[src/smm_pkg.sv]
// Shared types and constants of the square matrix multiply unit.
// No dependencies; used by smm_mac, the top level and the testbench.
package smm_pkg;

	localparam int MAX_DIM   = 8;
	localparam int DATA_W    = 32;
	localparam int SIZE_W    = 4;
	localparam int IDX_W     = 3;
	localparam int DEPTH     = MAX_DIM * MAX_DIM;
	localparam int ADDR_W    = 6;
	localparam int COUNT_W   = 7;
	localparam int PADDR_W   = 2;

	// Register map (byte addresses) and reset values
	localparam logic [PADDR_W-1:0] REG_MATRIX_SIZE = 2'd0;
	localparam logic [SIZE_W-1:0]  SIZE_RESET      = 4'd8;

	// One input transaction: an element of A and the matching element of B
	typedef struct packed {
		logic signed [DATA_W-1:0] a_element;
		logic signed [DATA_W-1:0] b_element;
	} in_t;

	// One result transaction: an element of C and the end-of-matrix mark
	typedef struct packed {
		logic signed [DATA_W-1:0] product_element;
		logic                     last_element;
	} out_t;

	// Control flags traveling with one operand pair down the MAC pipeline
	typedef struct packed {
		logic valid;
		logic first;
		logic k_last;
		logic last;
	} mac_ctl_t;

endpackage

[src/smm_ram.sv]
// Generic simple dual-port RAM: one write port, one read port, registered read.
// No dependencies.
module smm_ram #(
	parameter int WIDTH = 32,
	parameter int DEPTH = 64
) (
	input  logic                     clk,
	input  logic                     we,
	input  logic [$clog2(DEPTH)-1:0] waddr,
	input  logic [WIDTH-1:0]         wdata,
	input  logic [$clog2(DEPTH)-1:0] raddr,
	output logic [WIDTH-1:0]         rdata
);

	logic [WIDTH-1:0] mem_q [DEPTH];

	// Write and registered read
	always_ff @(posedge clk) begin
		if (we) begin
			mem_q[waddr] <= wdata;
		end
		rdata <= mem_q[raddr];
	end

endmodule

[src/smm_mac.sv]
// Multiply-accumulate datapath: multiply stage, accumulator and result register.
// Depends on smm_pkg.
module smm_mac (
	input  logic                          clk,
	input  logic                          arst_n,
	input  logic [smm_pkg::DATA_W-1:0]    a_s1,
	input  logic [smm_pkg::DATA_W-1:0]    b_s1,
	input  smm_pkg::mac_ctl_t             ctl_s1,
	output logic                          active,
	output smm_pkg::out_t                 result,
	output logic                          strobe
);

	smm_pkg::mac_ctl_t             ctl_s2;
	logic [smm_pkg::DATA_W-1:0]    prod_s2;
	logic [smm_pkg::DATA_W-1:0]    acc_q;
	logic [smm_pkg::DATA_W-1:0]    acc_sum;

	// Restart the sum on the first term of each element
	assign acc_sum = (ctl_s2.first ? '0 : acc_q) + prod_s2;
	assign active  = ctl_s1.valid | ctl_s2.valid;

	// Multiply stage, low word only
	always_ff @(posedge clk or negedge arst_n) begin
		if (!arst_n) begin
			ctl_s2 <= '0;
		end else begin
			ctl_s2 <= ctl_s1;
		end
	end

	always_ff @(posedge clk) begin
		prod_s2 <= smm_pkg::DATA_W'(a_s1 * b_s1);
	end

	// Accumulate and present a finished element for one cycle
	always_ff @(posedge clk or negedge arst_n) begin
		if (!arst_n) begin
			strobe <= 1'b0;
		end else begin
			strobe <= ctl_s2.valid & ctl_s2.k_last;
		end
	end

	always_ff @(posedge clk) begin
		if (ctl_s2.valid) begin
			acc_q <= acc_sum;
			if (ctl_s2.k_last) begin
				result.product_element <= acc_sum;
				result.last_element    <= ctl_s2.last;
			end
		end
	end

endmodule

[src/square_matrix_multiply_unit.sv]
// Top level of the square matrix multiply unit: load control, operand RAMs,
// sequencing of the dot products and the APB register. Depends on smm_pkg,
// smm_ram and smm_mac.
//
// Usage:
//   Set matrix_size (1..8; 0 acts as 1, larger values as 8) over APB while idle.
//   Pulse start with one element of A and the element of B at the same
//   row-major position in operand; a transaction is taken when start is high
//   and busy is low. Back-to-back transactions are taken while busy is low.
//   The transaction that completes size*size elements starts the product: busy
//   rises, and a single MAC unit walks C in row-major order, one multiply a
//   cycle, each term passing the read, multiply and accumulate stages of the
//   pipeline. Each element of C appears on result for one cycle with strobe
//   high; last_element marks the final one. Each element follows once its
//   last term is accumulated; busy falls as the final element is registered.
//   The receiver cannot stall; results are never held.
//   Reset clears the load count, the pipeline and sets matrix_size to 8;
//   the operand RAMs are not cleared and need no clearing pass.
module square_matrix_multiply_unit (
	input  logic                          clk,
	input  logic                          arst_n,
	input  logic                          start,
	output logic                          busy,
	input  smm_pkg::in_t                  operand,
	output smm_pkg::out_t                 result,
	output logic                          strobe,
	input  logic                          psel,
	input  logic                          penable,
	input  logic                          pwrite,
	input  logic [smm_pkg::PADDR_W-1:0]   paddr,
	input  logic [31:0]                   pwdata,
	output logic [31:0]                   prdata,
	output logic                          pready
);

	logic [smm_pkg::SIZE_W-1:0]   size_q;
	logic [smm_pkg::SIZE_W-1:0]   eff_size;
	logic [smm_pkg::COUNT_W-1:0]  total;
	logic [smm_pkg::COUNT_W-1:0]  load_q;
	logic [smm_pkg::COUNT_W-1:0]  load_next;
	logic                         accept;
	logic                         trigger;

	logic                         run_q;
	logic [smm_pkg::SIZE_W-1:0]   dim_q;
	logic [smm_pkg::IDX_W-1:0]    dim_m1;
	logic [smm_pkg::IDX_W-1:0]    i_q;
	logic [smm_pkg::IDX_W-1:0]    j_q;
	logic [smm_pkg::IDX_W-1:0]    k_q;
	logic [smm_pkg::COUNT_W-1:0]  a_pos;
	logic [smm_pkg::COUNT_W-1:0]  b_pos;
	logic [smm_pkg::ADDR_W-1:0]   a_raddr;
	logic [smm_pkg::ADDR_W-1:0]   b_raddr;
	logic [smm_pkg::DATA_W-1:0]   a_s1;
	logic [smm_pkg::DATA_W-1:0]   b_s1;
	smm_pkg::mac_ctl_t            ctl_s1;
	logic                         mac_active;

	// Clamp the configured size to 1..MAX_DIM
	always_comb begin
		if (size_q == '0) begin
			eff_size = smm_pkg::SIZE_W'(1);
		end else if (size_q > smm_pkg::SIZE_W'(smm_pkg::MAX_DIM)) begin
			eff_size = smm_pkg::SIZE_W'(smm_pkg::MAX_DIM);
		end else begin
			eff_size = size_q;
		end
	end

	assign total     = smm_pkg::COUNT_W'(eff_size) * smm_pkg::COUNT_W'(eff_size);
	assign busy      = run_q | mac_active;
	assign accept    = start & ~busy;
	assign load_next = load_q + smm_pkg::COUNT_W'(1);
	assign trigger   = accept & (load_next >= total);

	// Operand addresses: A row-major by (i,k), B by (k,j)
	assign dim_m1  = smm_pkg::IDX_W'(dim_q - smm_pkg::SIZE_W'(1));
	assign a_pos   = smm_pkg::COUNT_W'(i_q) * smm_pkg::COUNT_W'(dim_q)
		+ smm_pkg::COUNT_W'(k_q);
	assign b_pos   = smm_pkg::COUNT_W'(k_q) * smm_pkg::COUNT_W'(dim_q)
		+ smm_pkg::COUNT_W'(j_q);
	assign a_raddr = a_pos[smm_pkg::ADDR_W-1:0];
	assign b_raddr = b_pos[smm_pkg::ADDR_W-1:0];

	smm_ram #(
		.WIDTH(smm_pkg::DATA_W),
		.DEPTH(smm_pkg::DEPTH)
	) u_left_ram (
		.clk  (clk),
		.we   (accept),
		.waddr(load_q[smm_pkg::ADDR_W-1:0]),
		.wdata(operand.a_element),
		.raddr(a_raddr),
		.rdata(a_s1)
	);

	smm_ram #(
		.WIDTH(smm_pkg::DATA_W),
		.DEPTH(smm_pkg::DEPTH)
	) u_right_ram (
		.clk  (clk),
		.we   (accept),
		.waddr(load_q[smm_pkg::ADDR_W-1:0]),
		.wdata(operand.b_element),
		.raddr(b_raddr),
		.rdata(b_s1)
	);

	// Load counting and the i/j/k sequencer
	always_ff @(posedge clk or negedge arst_n) begin
		if (!arst_n) begin
			load_q <= '0;
			run_q  <= 1'b0;
			dim_q  <= smm_pkg::SIZE_RESET;
			i_q    <= '0;
			j_q    <= '0;
			k_q    <= '0;
			ctl_s1 <= '0;
		end else begin
			ctl_s1.valid  <= run_q;
			ctl_s1.first  <= (k_q == '0);
			ctl_s1.k_last <= (k_q == dim_m1);
			ctl_s1.last   <= (i_q == dim_m1) & (j_q == dim_m1) & (k_q == dim_m1);
			if (trigger) begin
				load_q <= '0;
				run_q  <= 1'b1;
				dim_q  <= eff_size;
				i_q    <= '0;
				j_q    <= '0;
				k_q    <= '0;
			end else if (accept) begin
				load_q <= load_next;
			end else if (run_q) begin
				// Advance k, then j, then i; drop run after the final term
				if (k_q != dim_m1) begin
					k_q <= k_q + smm_pkg::IDX_W'(1);
				end else begin
					k_q <= '0;
					if (j_q != dim_m1) begin
						j_q <= j_q + smm_pkg::IDX_W'(1);
					end else begin
						j_q <= '0;
						if (i_q != dim_m1) begin
							i_q <= i_q + smm_pkg::IDX_W'(1);
						end else begin
							i_q   <= '0;
							run_q <= 1'b0;
						end
					end
				end
			end
		end
	end

	smm_mac u_mac (
		.clk   (clk),
		.arst_n(arst_n),
		.a_s1  (a_s1),
		.b_s1  (b_s1),
		.ctl_s1(ctl_s1),
		.active(mac_active),
		.result(result),
		.strobe(strobe)
	);

	// APB register: matrix_size
	assign pready = 1'b1;
	assign prdata = (paddr == smm_pkg::REG_MATRIX_SIZE) ? {28'd0, size_q} : 32'd0;

	always_ff @(posedge clk or negedge arst_n) begin
		if (!arst_n) begin
			size_q <= smm_pkg::SIZE_RESET;
		end else if (psel & penable & pwrite & pready) begin
			if (paddr == smm_pkg::REG_MATRIX_SIZE) begin
				size_q <= pwdata[smm_pkg::SIZE_W-1:0];
			end
		end
	end

endmodule

[config.mk]
export PLATFORM = sky130hd
export DESIGN_NAME = square_matrix_multiply_unit
export DESIGN_NICKNAME = d
export VERILOG_FILES = /design/src/smm_pkg.sv /design/src/smm_ram.sv /design/src/smm_mac.sv /design/src/square_matrix_multiply_unit.sv
export SDC_FILE = /design/constraint.sdc
export NUM_CORES = 2
export LEC_CHECK = 0
export BUFFER_PORTS_ARGS = -buffer_cell sky130_fd_sc_hd__buf_4
export CORE_MARGIN = 4
export CORE_UTILIZATION = 55
export DETAILED_ROUTE_END_ITERATION = 12
export GPL_TIMING_DRIVEN = 0
export HOLD_SLACK_MARGIN = 0.05
export PLACE_DENSITY = 0.71
export SYNTH_ARGS = -nofsm -noshare
export SYNTH_HDL_FRONTEND = slang
export SYNTH_HIERARCHICAL = 1
export SYNTH_SLANG_ARGS = --single-unit
[constraint.sdc]
create_clock -name clk -period 10.5 [get_ports clk]
set_input_delay 1.05 -clock clk [delete_from_list [all_inputs] [get_ports clk]]
set_output_delay 1.05 -clock clk [all_outputs]
set_load 0.02 [all_outputs]
# [Word level (Yosys, flattened, before mapping)]
# Memories as Yosys holds them, arrays and structs flattened. A register that Yosys moved wholly into a read port is not among the register bits.
# Cells that the tools add are included.
[word_totals] register_bits=131 latchBits=0 ram_bits=4096 mem_bits_ro=0 in_bits=104 elab_cells=94 mem_count=2
[op_classes] n_addsub=8 multipliers=4 n_div=0 n_lt_le_gt_ge=2 eq_ne=9 shift=0 muxes=29 bitwise=10 n_reduce_logical=10
[mem_list] name="u_left_ram.mem_q" words=64 width=32 read_ports=1 rd_ports_with_merged_regs=1 wr=1 line_no="smm_ram.sv:15" text="logic [WIDTH-1:0] mem_q [DEPTH];"
[mem_list] name="u_right_ram.mem_q" words=64 width=32 read_ports=1 rd_ports_with_merged_regs=1 wr=1 line_no="smm_ram.sv:15"
[op_table] op="$mux 3" n=15
[op_table] op="$add 32x32->32" n=1
[op_table] op="$mul 32x32->32" n=1
[op_table] op="$mux 32" n=1
[op_table] op="$mux 7" n=2
[op_table] op="$add 6x3->6" n=2
[op_table] op="$mul 3x4->6" n=2
[op_table] op="$mux 4" n=3
[op_table] op="$add 3x1->3 const B" n=3
[op_table] op="$eq 3x3->1" n=3
[op_table] op="$ne 3x3->1" n=3
[op_table] op="$mux 1" n=8
[op_table] op="$add 7x1->7 const B" n=1
[op_table] op="$and 1x1->1" n=7
[op_table] op="$ge 7x7->1" n=1
[op_table] op="$mul 4x4->7" n=1
[op_table] op="$ne 2x2->1 const B" n=3
[op_table] op="$reduce_and 2->1" n=3
[op_table] op="$gt 4x4->1 const B" n=1
[op_table] op="$logic_not 4->1" n=1
[op_table] op="$reduce_and 4->1" n=1
[op_table] op="$reduce_bool 2->1" n=2
[op_table] op="$logic_not 3->1" n=1
[op_table] op="$reduce_and 3->1" n=1
[op_table] op="4 further kinds" n=5

# [Logic depth before layout (Yosys ltp)]
[logic_depth] depth_word=8 mapped_depth=26 ltp_nobuf=24

# [Hierarchy]
# Netlist, hierarchy kept.
[modules_own_cells] module="smm_ram" n_inst=2 cells_per_inst=3324 area_each_um2=78515.3 seq_area_each_um2=62139.6
[modules_own_cells] module="smm_mac" n_inst=1 cells_per_inst=2118 area_each_um2=20243.2 seq_area_each_um2=2717.6
[modules_own_cells] module="square_matrix_multiply_unit" n_inst=1 cells_per_inst=294 area_each_um2=2815.2 seq_area_each_um2=728.2

# [Least setup slack after synthesis]
# Ideal clock, no wire load.
[synth_timing] kind="reg-to-reg" start="register u_right_ram.rdata[2] (read register of u_right_ram.mem_q)" end="register u_mac/prod_s2[30] (netlist bit)" setup_time_ns=0.095 t_arrival_ns=6.587 setup_slack_ns=3.818 stages_incl_launch_ff=25 n_path_buf=2 path_cell_list="dfxtp_1 -> clkbuf_1 -> clkbuf_1 -> and2_1 -> fa_1 -> inv_1 -> fa_1 -> fa_1 -> fa_1 -> inv_1 -> fa_1 -> inv_1 -> fa_1 -> inv_1 -> fa_1 -> fa_1 -> ha_1 -> nand2_1 -> o21ai_0 -> a211oi_1 -> o21ai_2 -> a41o_1 -> a41o_1 -> o21a_1 -> o311ai_1"
[synth_via] elab_chain_cells=1
[synth_rtl] element="start, declared" line_no="smm_ram.sv:12" text="output logic [WIDTH-1:0] rdata"
[synth_rtl] element="$mul 32x32->32" line_no="smm_mac.sv:33" text="prod_s2 <= smm_pkg::DATA_W'(a_s1 * b_s1);"
[synth_rtl] element="end signal, assigned" line_no="smm_mac.sv:33"
[synth_rtl] element="end, declared" line_no="smm_mac.sv:15" text="logic [smm_pkg::DATA_W-1:0] prod_s2;"
# Every way passes these cells.
# A chain may end at the register's enable or synchronous reset.

# [Final worst setup path]
[layout_timing] start="register u_right_ram.rdata[6] (read register of u_right_ram.mem_q)" end="register u_mac/prod_s2[31] (netlist bit)"
# Same word-level chain as after synthesis.

==> reports/results.tsv <==
metric	value	unit
FP Rows	209	
top-area cell type share of the netlist area	69.4	%
Crit. End Element	flip-flop	
Yosys warning count	6	
Final Max Tran Viols	11	
Multi-input gate area	49400	µm²
DRC Markers	0	
Async S/R FF share, synth	0.792	%
Final min period	8330	ps
area leader, netlist	edfxtp_1	
Fin. Hold Viols	0	
Congestion Overflow GR	0	
# port buffers	114	
H-tree depth	5	
Initial Util	55.4	%
number of global-route vias before repair	98000	
die height	580	µm
Worst-Margin Slew	1570	ps
CTS tree	done	
outcome	complete, but fails checks	
Max-Cap Viols	1	
top_reg_cell synth	edfxtp_1	
#FFs+latches synth	4291	
Worst slew margin	-4.68	%
first-pass GRT wire length	759	mm
Seq/Total Area, Yosys	70.9	%
Routed Antenna Nets	0	
drt via density	6.79	
setup bufs post-CTS	0	
Final Skew	89.4	ps
cts bufs inserted	417	
failing checks	max-capacitance violations, max-slew violations	
post-cts resize count	0	
post-route clock period utilization	79.4	%
fraction of layout cells with a size suffix above 1	22.9	%
Die X-Extent	580	µm
critical path class	flip-flop to flip-flop	
clock tree buffer depth	4	
DRT Pass-1 Iters	5	
Area Growth Syn to Fin	13.5	%
Crit path arrival time	9180	ps
wire per inst	37.6	µm
Worst Setup Start Kind	flip-flop	
hold crit path type	primary input to flip-flop	
Cell variety after synth	83	
I/O pin cnt	172	
clk sinks	4291	
DRT iter0 DRCs	16000	
synthesized cell area	180000	µm²
setup TNS	0	ps
number of fill cells	21500	
worst-path maximum fanout	10	
Final setup viols	0	
root buffer cell	clkbuf_16	
number of synthesized flops with an enable pin	4161	
die area	337000	µm²
post-synthesis instance total	9060	
storage element area	128000	µm²
Total GRT Usage	32.3	%
unrepaired setup endpoints after global routing	false	
core outline area	325000	µm²
antenna violations before repair	46	
fmax	120	MHz
GPL Wtd Cong	0.943	
Synth top cells by count	4,161 x edfxtp_1, 1,088 x mux4_2, 434 x inv_1	
number of vias in the routed layout	98500	
Area contributors post-synth	edfxtp_1 69%, mux4_2 14%, fa_1 4.6%, ha_1 1.3%, dfxtp_1 1.1%	
required time worst endpoint	11350	ps
hpwl dp	360	mm
Avg Cell Area, Syn	19.9	µm²
most frequent cell after synthesis	edfxtp_1	
worst-skew pair later-pin latency	990	ps
WL final	546	mm
CTS clk-pin slew, worst paths	60	ps
largest net degree at the start of global routing	65	
nets	10500	
-- final timing paths --
path                                      start                 to  slack, ps  cells past startpoint
setup / recovery           u_right_ram/rdata[6]  u_mac/prod_s2[31]       2170                     22
hold / removal                        pwdata[1]          size_q[1]        280                      2
setup reg to reg           u_right_ram/rdata[6]  u_mac/prod_s2[31]       2170                     22
hold reg to reg                       ctl_s1[1]    u_mac/ctl_s2[1]        350                      0
max in group asynchronous                arst_n    u_mac/ctl_s2[3]       9490                      2
min in group asynchronous                arst_n          size_q[1]        570                      2
-- sequential cells by signal, summed over array words and instances (netlist names) --
| register | flops |
|---|---|
| dim_q | 4 |
| u_mac/acc_q | 32 |
| u_right_ram/rdata | 32 |
| size_q | 4 |
| u_left_ram/mem_q | 2048 |
| u_right_ram/mem_q | 2048 |
| j_q | 3 |
| u_mac/prod_s2 | 32 |
| i_q | 3 |
| run_q | 1 |
| load_q | 7 |
| u_left_ram/rdata | 32 |
| u_mac/ctl_s2 | 4 |
| u_mac/result | 33 |
| u_mac/strobe | 1 |
| k_q | 3 |
| ctl_s1 | 4 |
-- cell type report --
class                           count  area share [%]
Sequential cell                  4291            62.5
Multi-Input combinational cell   3872            24.2
Clock buffer                      530            5.38
Tap cell                         4325            2.65
Timing Repair Buffer              290            2.17
Buffer                            492            1.16
Clock inverter                    243            1.14
Inverter                          434           0.797
Antenna cell                       29          0.0355
-- per-stage QoR --
stage / worst slack [ps] / util [%] / hold WS [ps] / area (µm²) / cells
floorplan: 3820 / - / 331 / 180000 / 9089
global placement: 527 / 57.4 / 332 / 186000 / 13500
detailed placement: 2270 / 58.8 / 337 / 191000 / 13700
CTS: 2240 / 62.9 / 236 / 204000 / 14500
global route: 1800 / 62.9 / 267 / 204000 / 14500
finish: 2170 / 62.9 / 284 / 204000 / 14500
-- per-layer routing --
metal / wire (µm) / global-route usage (%) / vias to the layer above / share of wire, %
met4: 32500 / 15.4 / 34 / 6.0
met3: 80700 / 10.8 / 1570 / 15
li1: - / - / 37400 / -
met2: 246000 / 48.2 / 8098 / 45
met5: 205 / 0 / - / 0.038
met1: 187000 / 43.4 / 51400 / 34
-- kinds of logic (layout without fill, tap and decap cells) --
| kind of cell | count (synthesis) | count (layout) | synth area share (%) |
|---|---|---|---|
| flip-flops | 4291 | 4291 | 70.9 |
| multiplexers | 1282 | 1282 | 14.7 |
| AND/OR/NAND/NOR | 1212 | 1212 | 3.29 |
| buffers and inverters | 926 | 1989 | 2.22 |
| adder cells (fa/ha/maj) | 609 | 609 | 5.97 |
| AO/OA/AOI/OAI | 604 | 604 | 2.22 |
| XOR/XNOR | 134 | 134 | 0.675 |
| other | 2 | 60 | 0.00417 |
-- cell usage in the layout (no fill, tap or decap), types with 116 or more instances in the layout --
cell	n
edfxtp_1	4161
mux4_2	1088
inv_1	434
clkbuf_16	420
fa_1	418
nand2_1	353
clkbuf_1	340
and2_1	294
buf_4	196
nor2_1	191
ha_1	191
mux2i_1	186
a21oi_1	183
o22ai_1	168
nor2_4	124
buf_12	123
buf_2	116
-- what timing repair did --
item	CTS	global route
setup endpoints to repair	0	0
endpoints found under the hold margin	32	0
hold buffers	1	0
-- critical path: stages, from the launching register on --
cell and delay, ps:
dfxtp_1 750, clkbuf_1 770, nand2_1 170, fa_1 530, fa_1 520, inv_1 50
fa_1 500, inv_1 50, fa_1 470, inv_1 50, fa_1 480, fa_1 580
fa_1 450, fa_1 480, ha_1 480, o21ai_0 170, nor2_1 150, nor3_1 60
a31oi_1 550, a41oi_1 250, o31ai_1 380, o41ai_1 140, xnor2_1 160
Power is left out: the tool's default activity adds up to more than one toggle a clock period on the data nets, which glitch-free logic cannot reach.
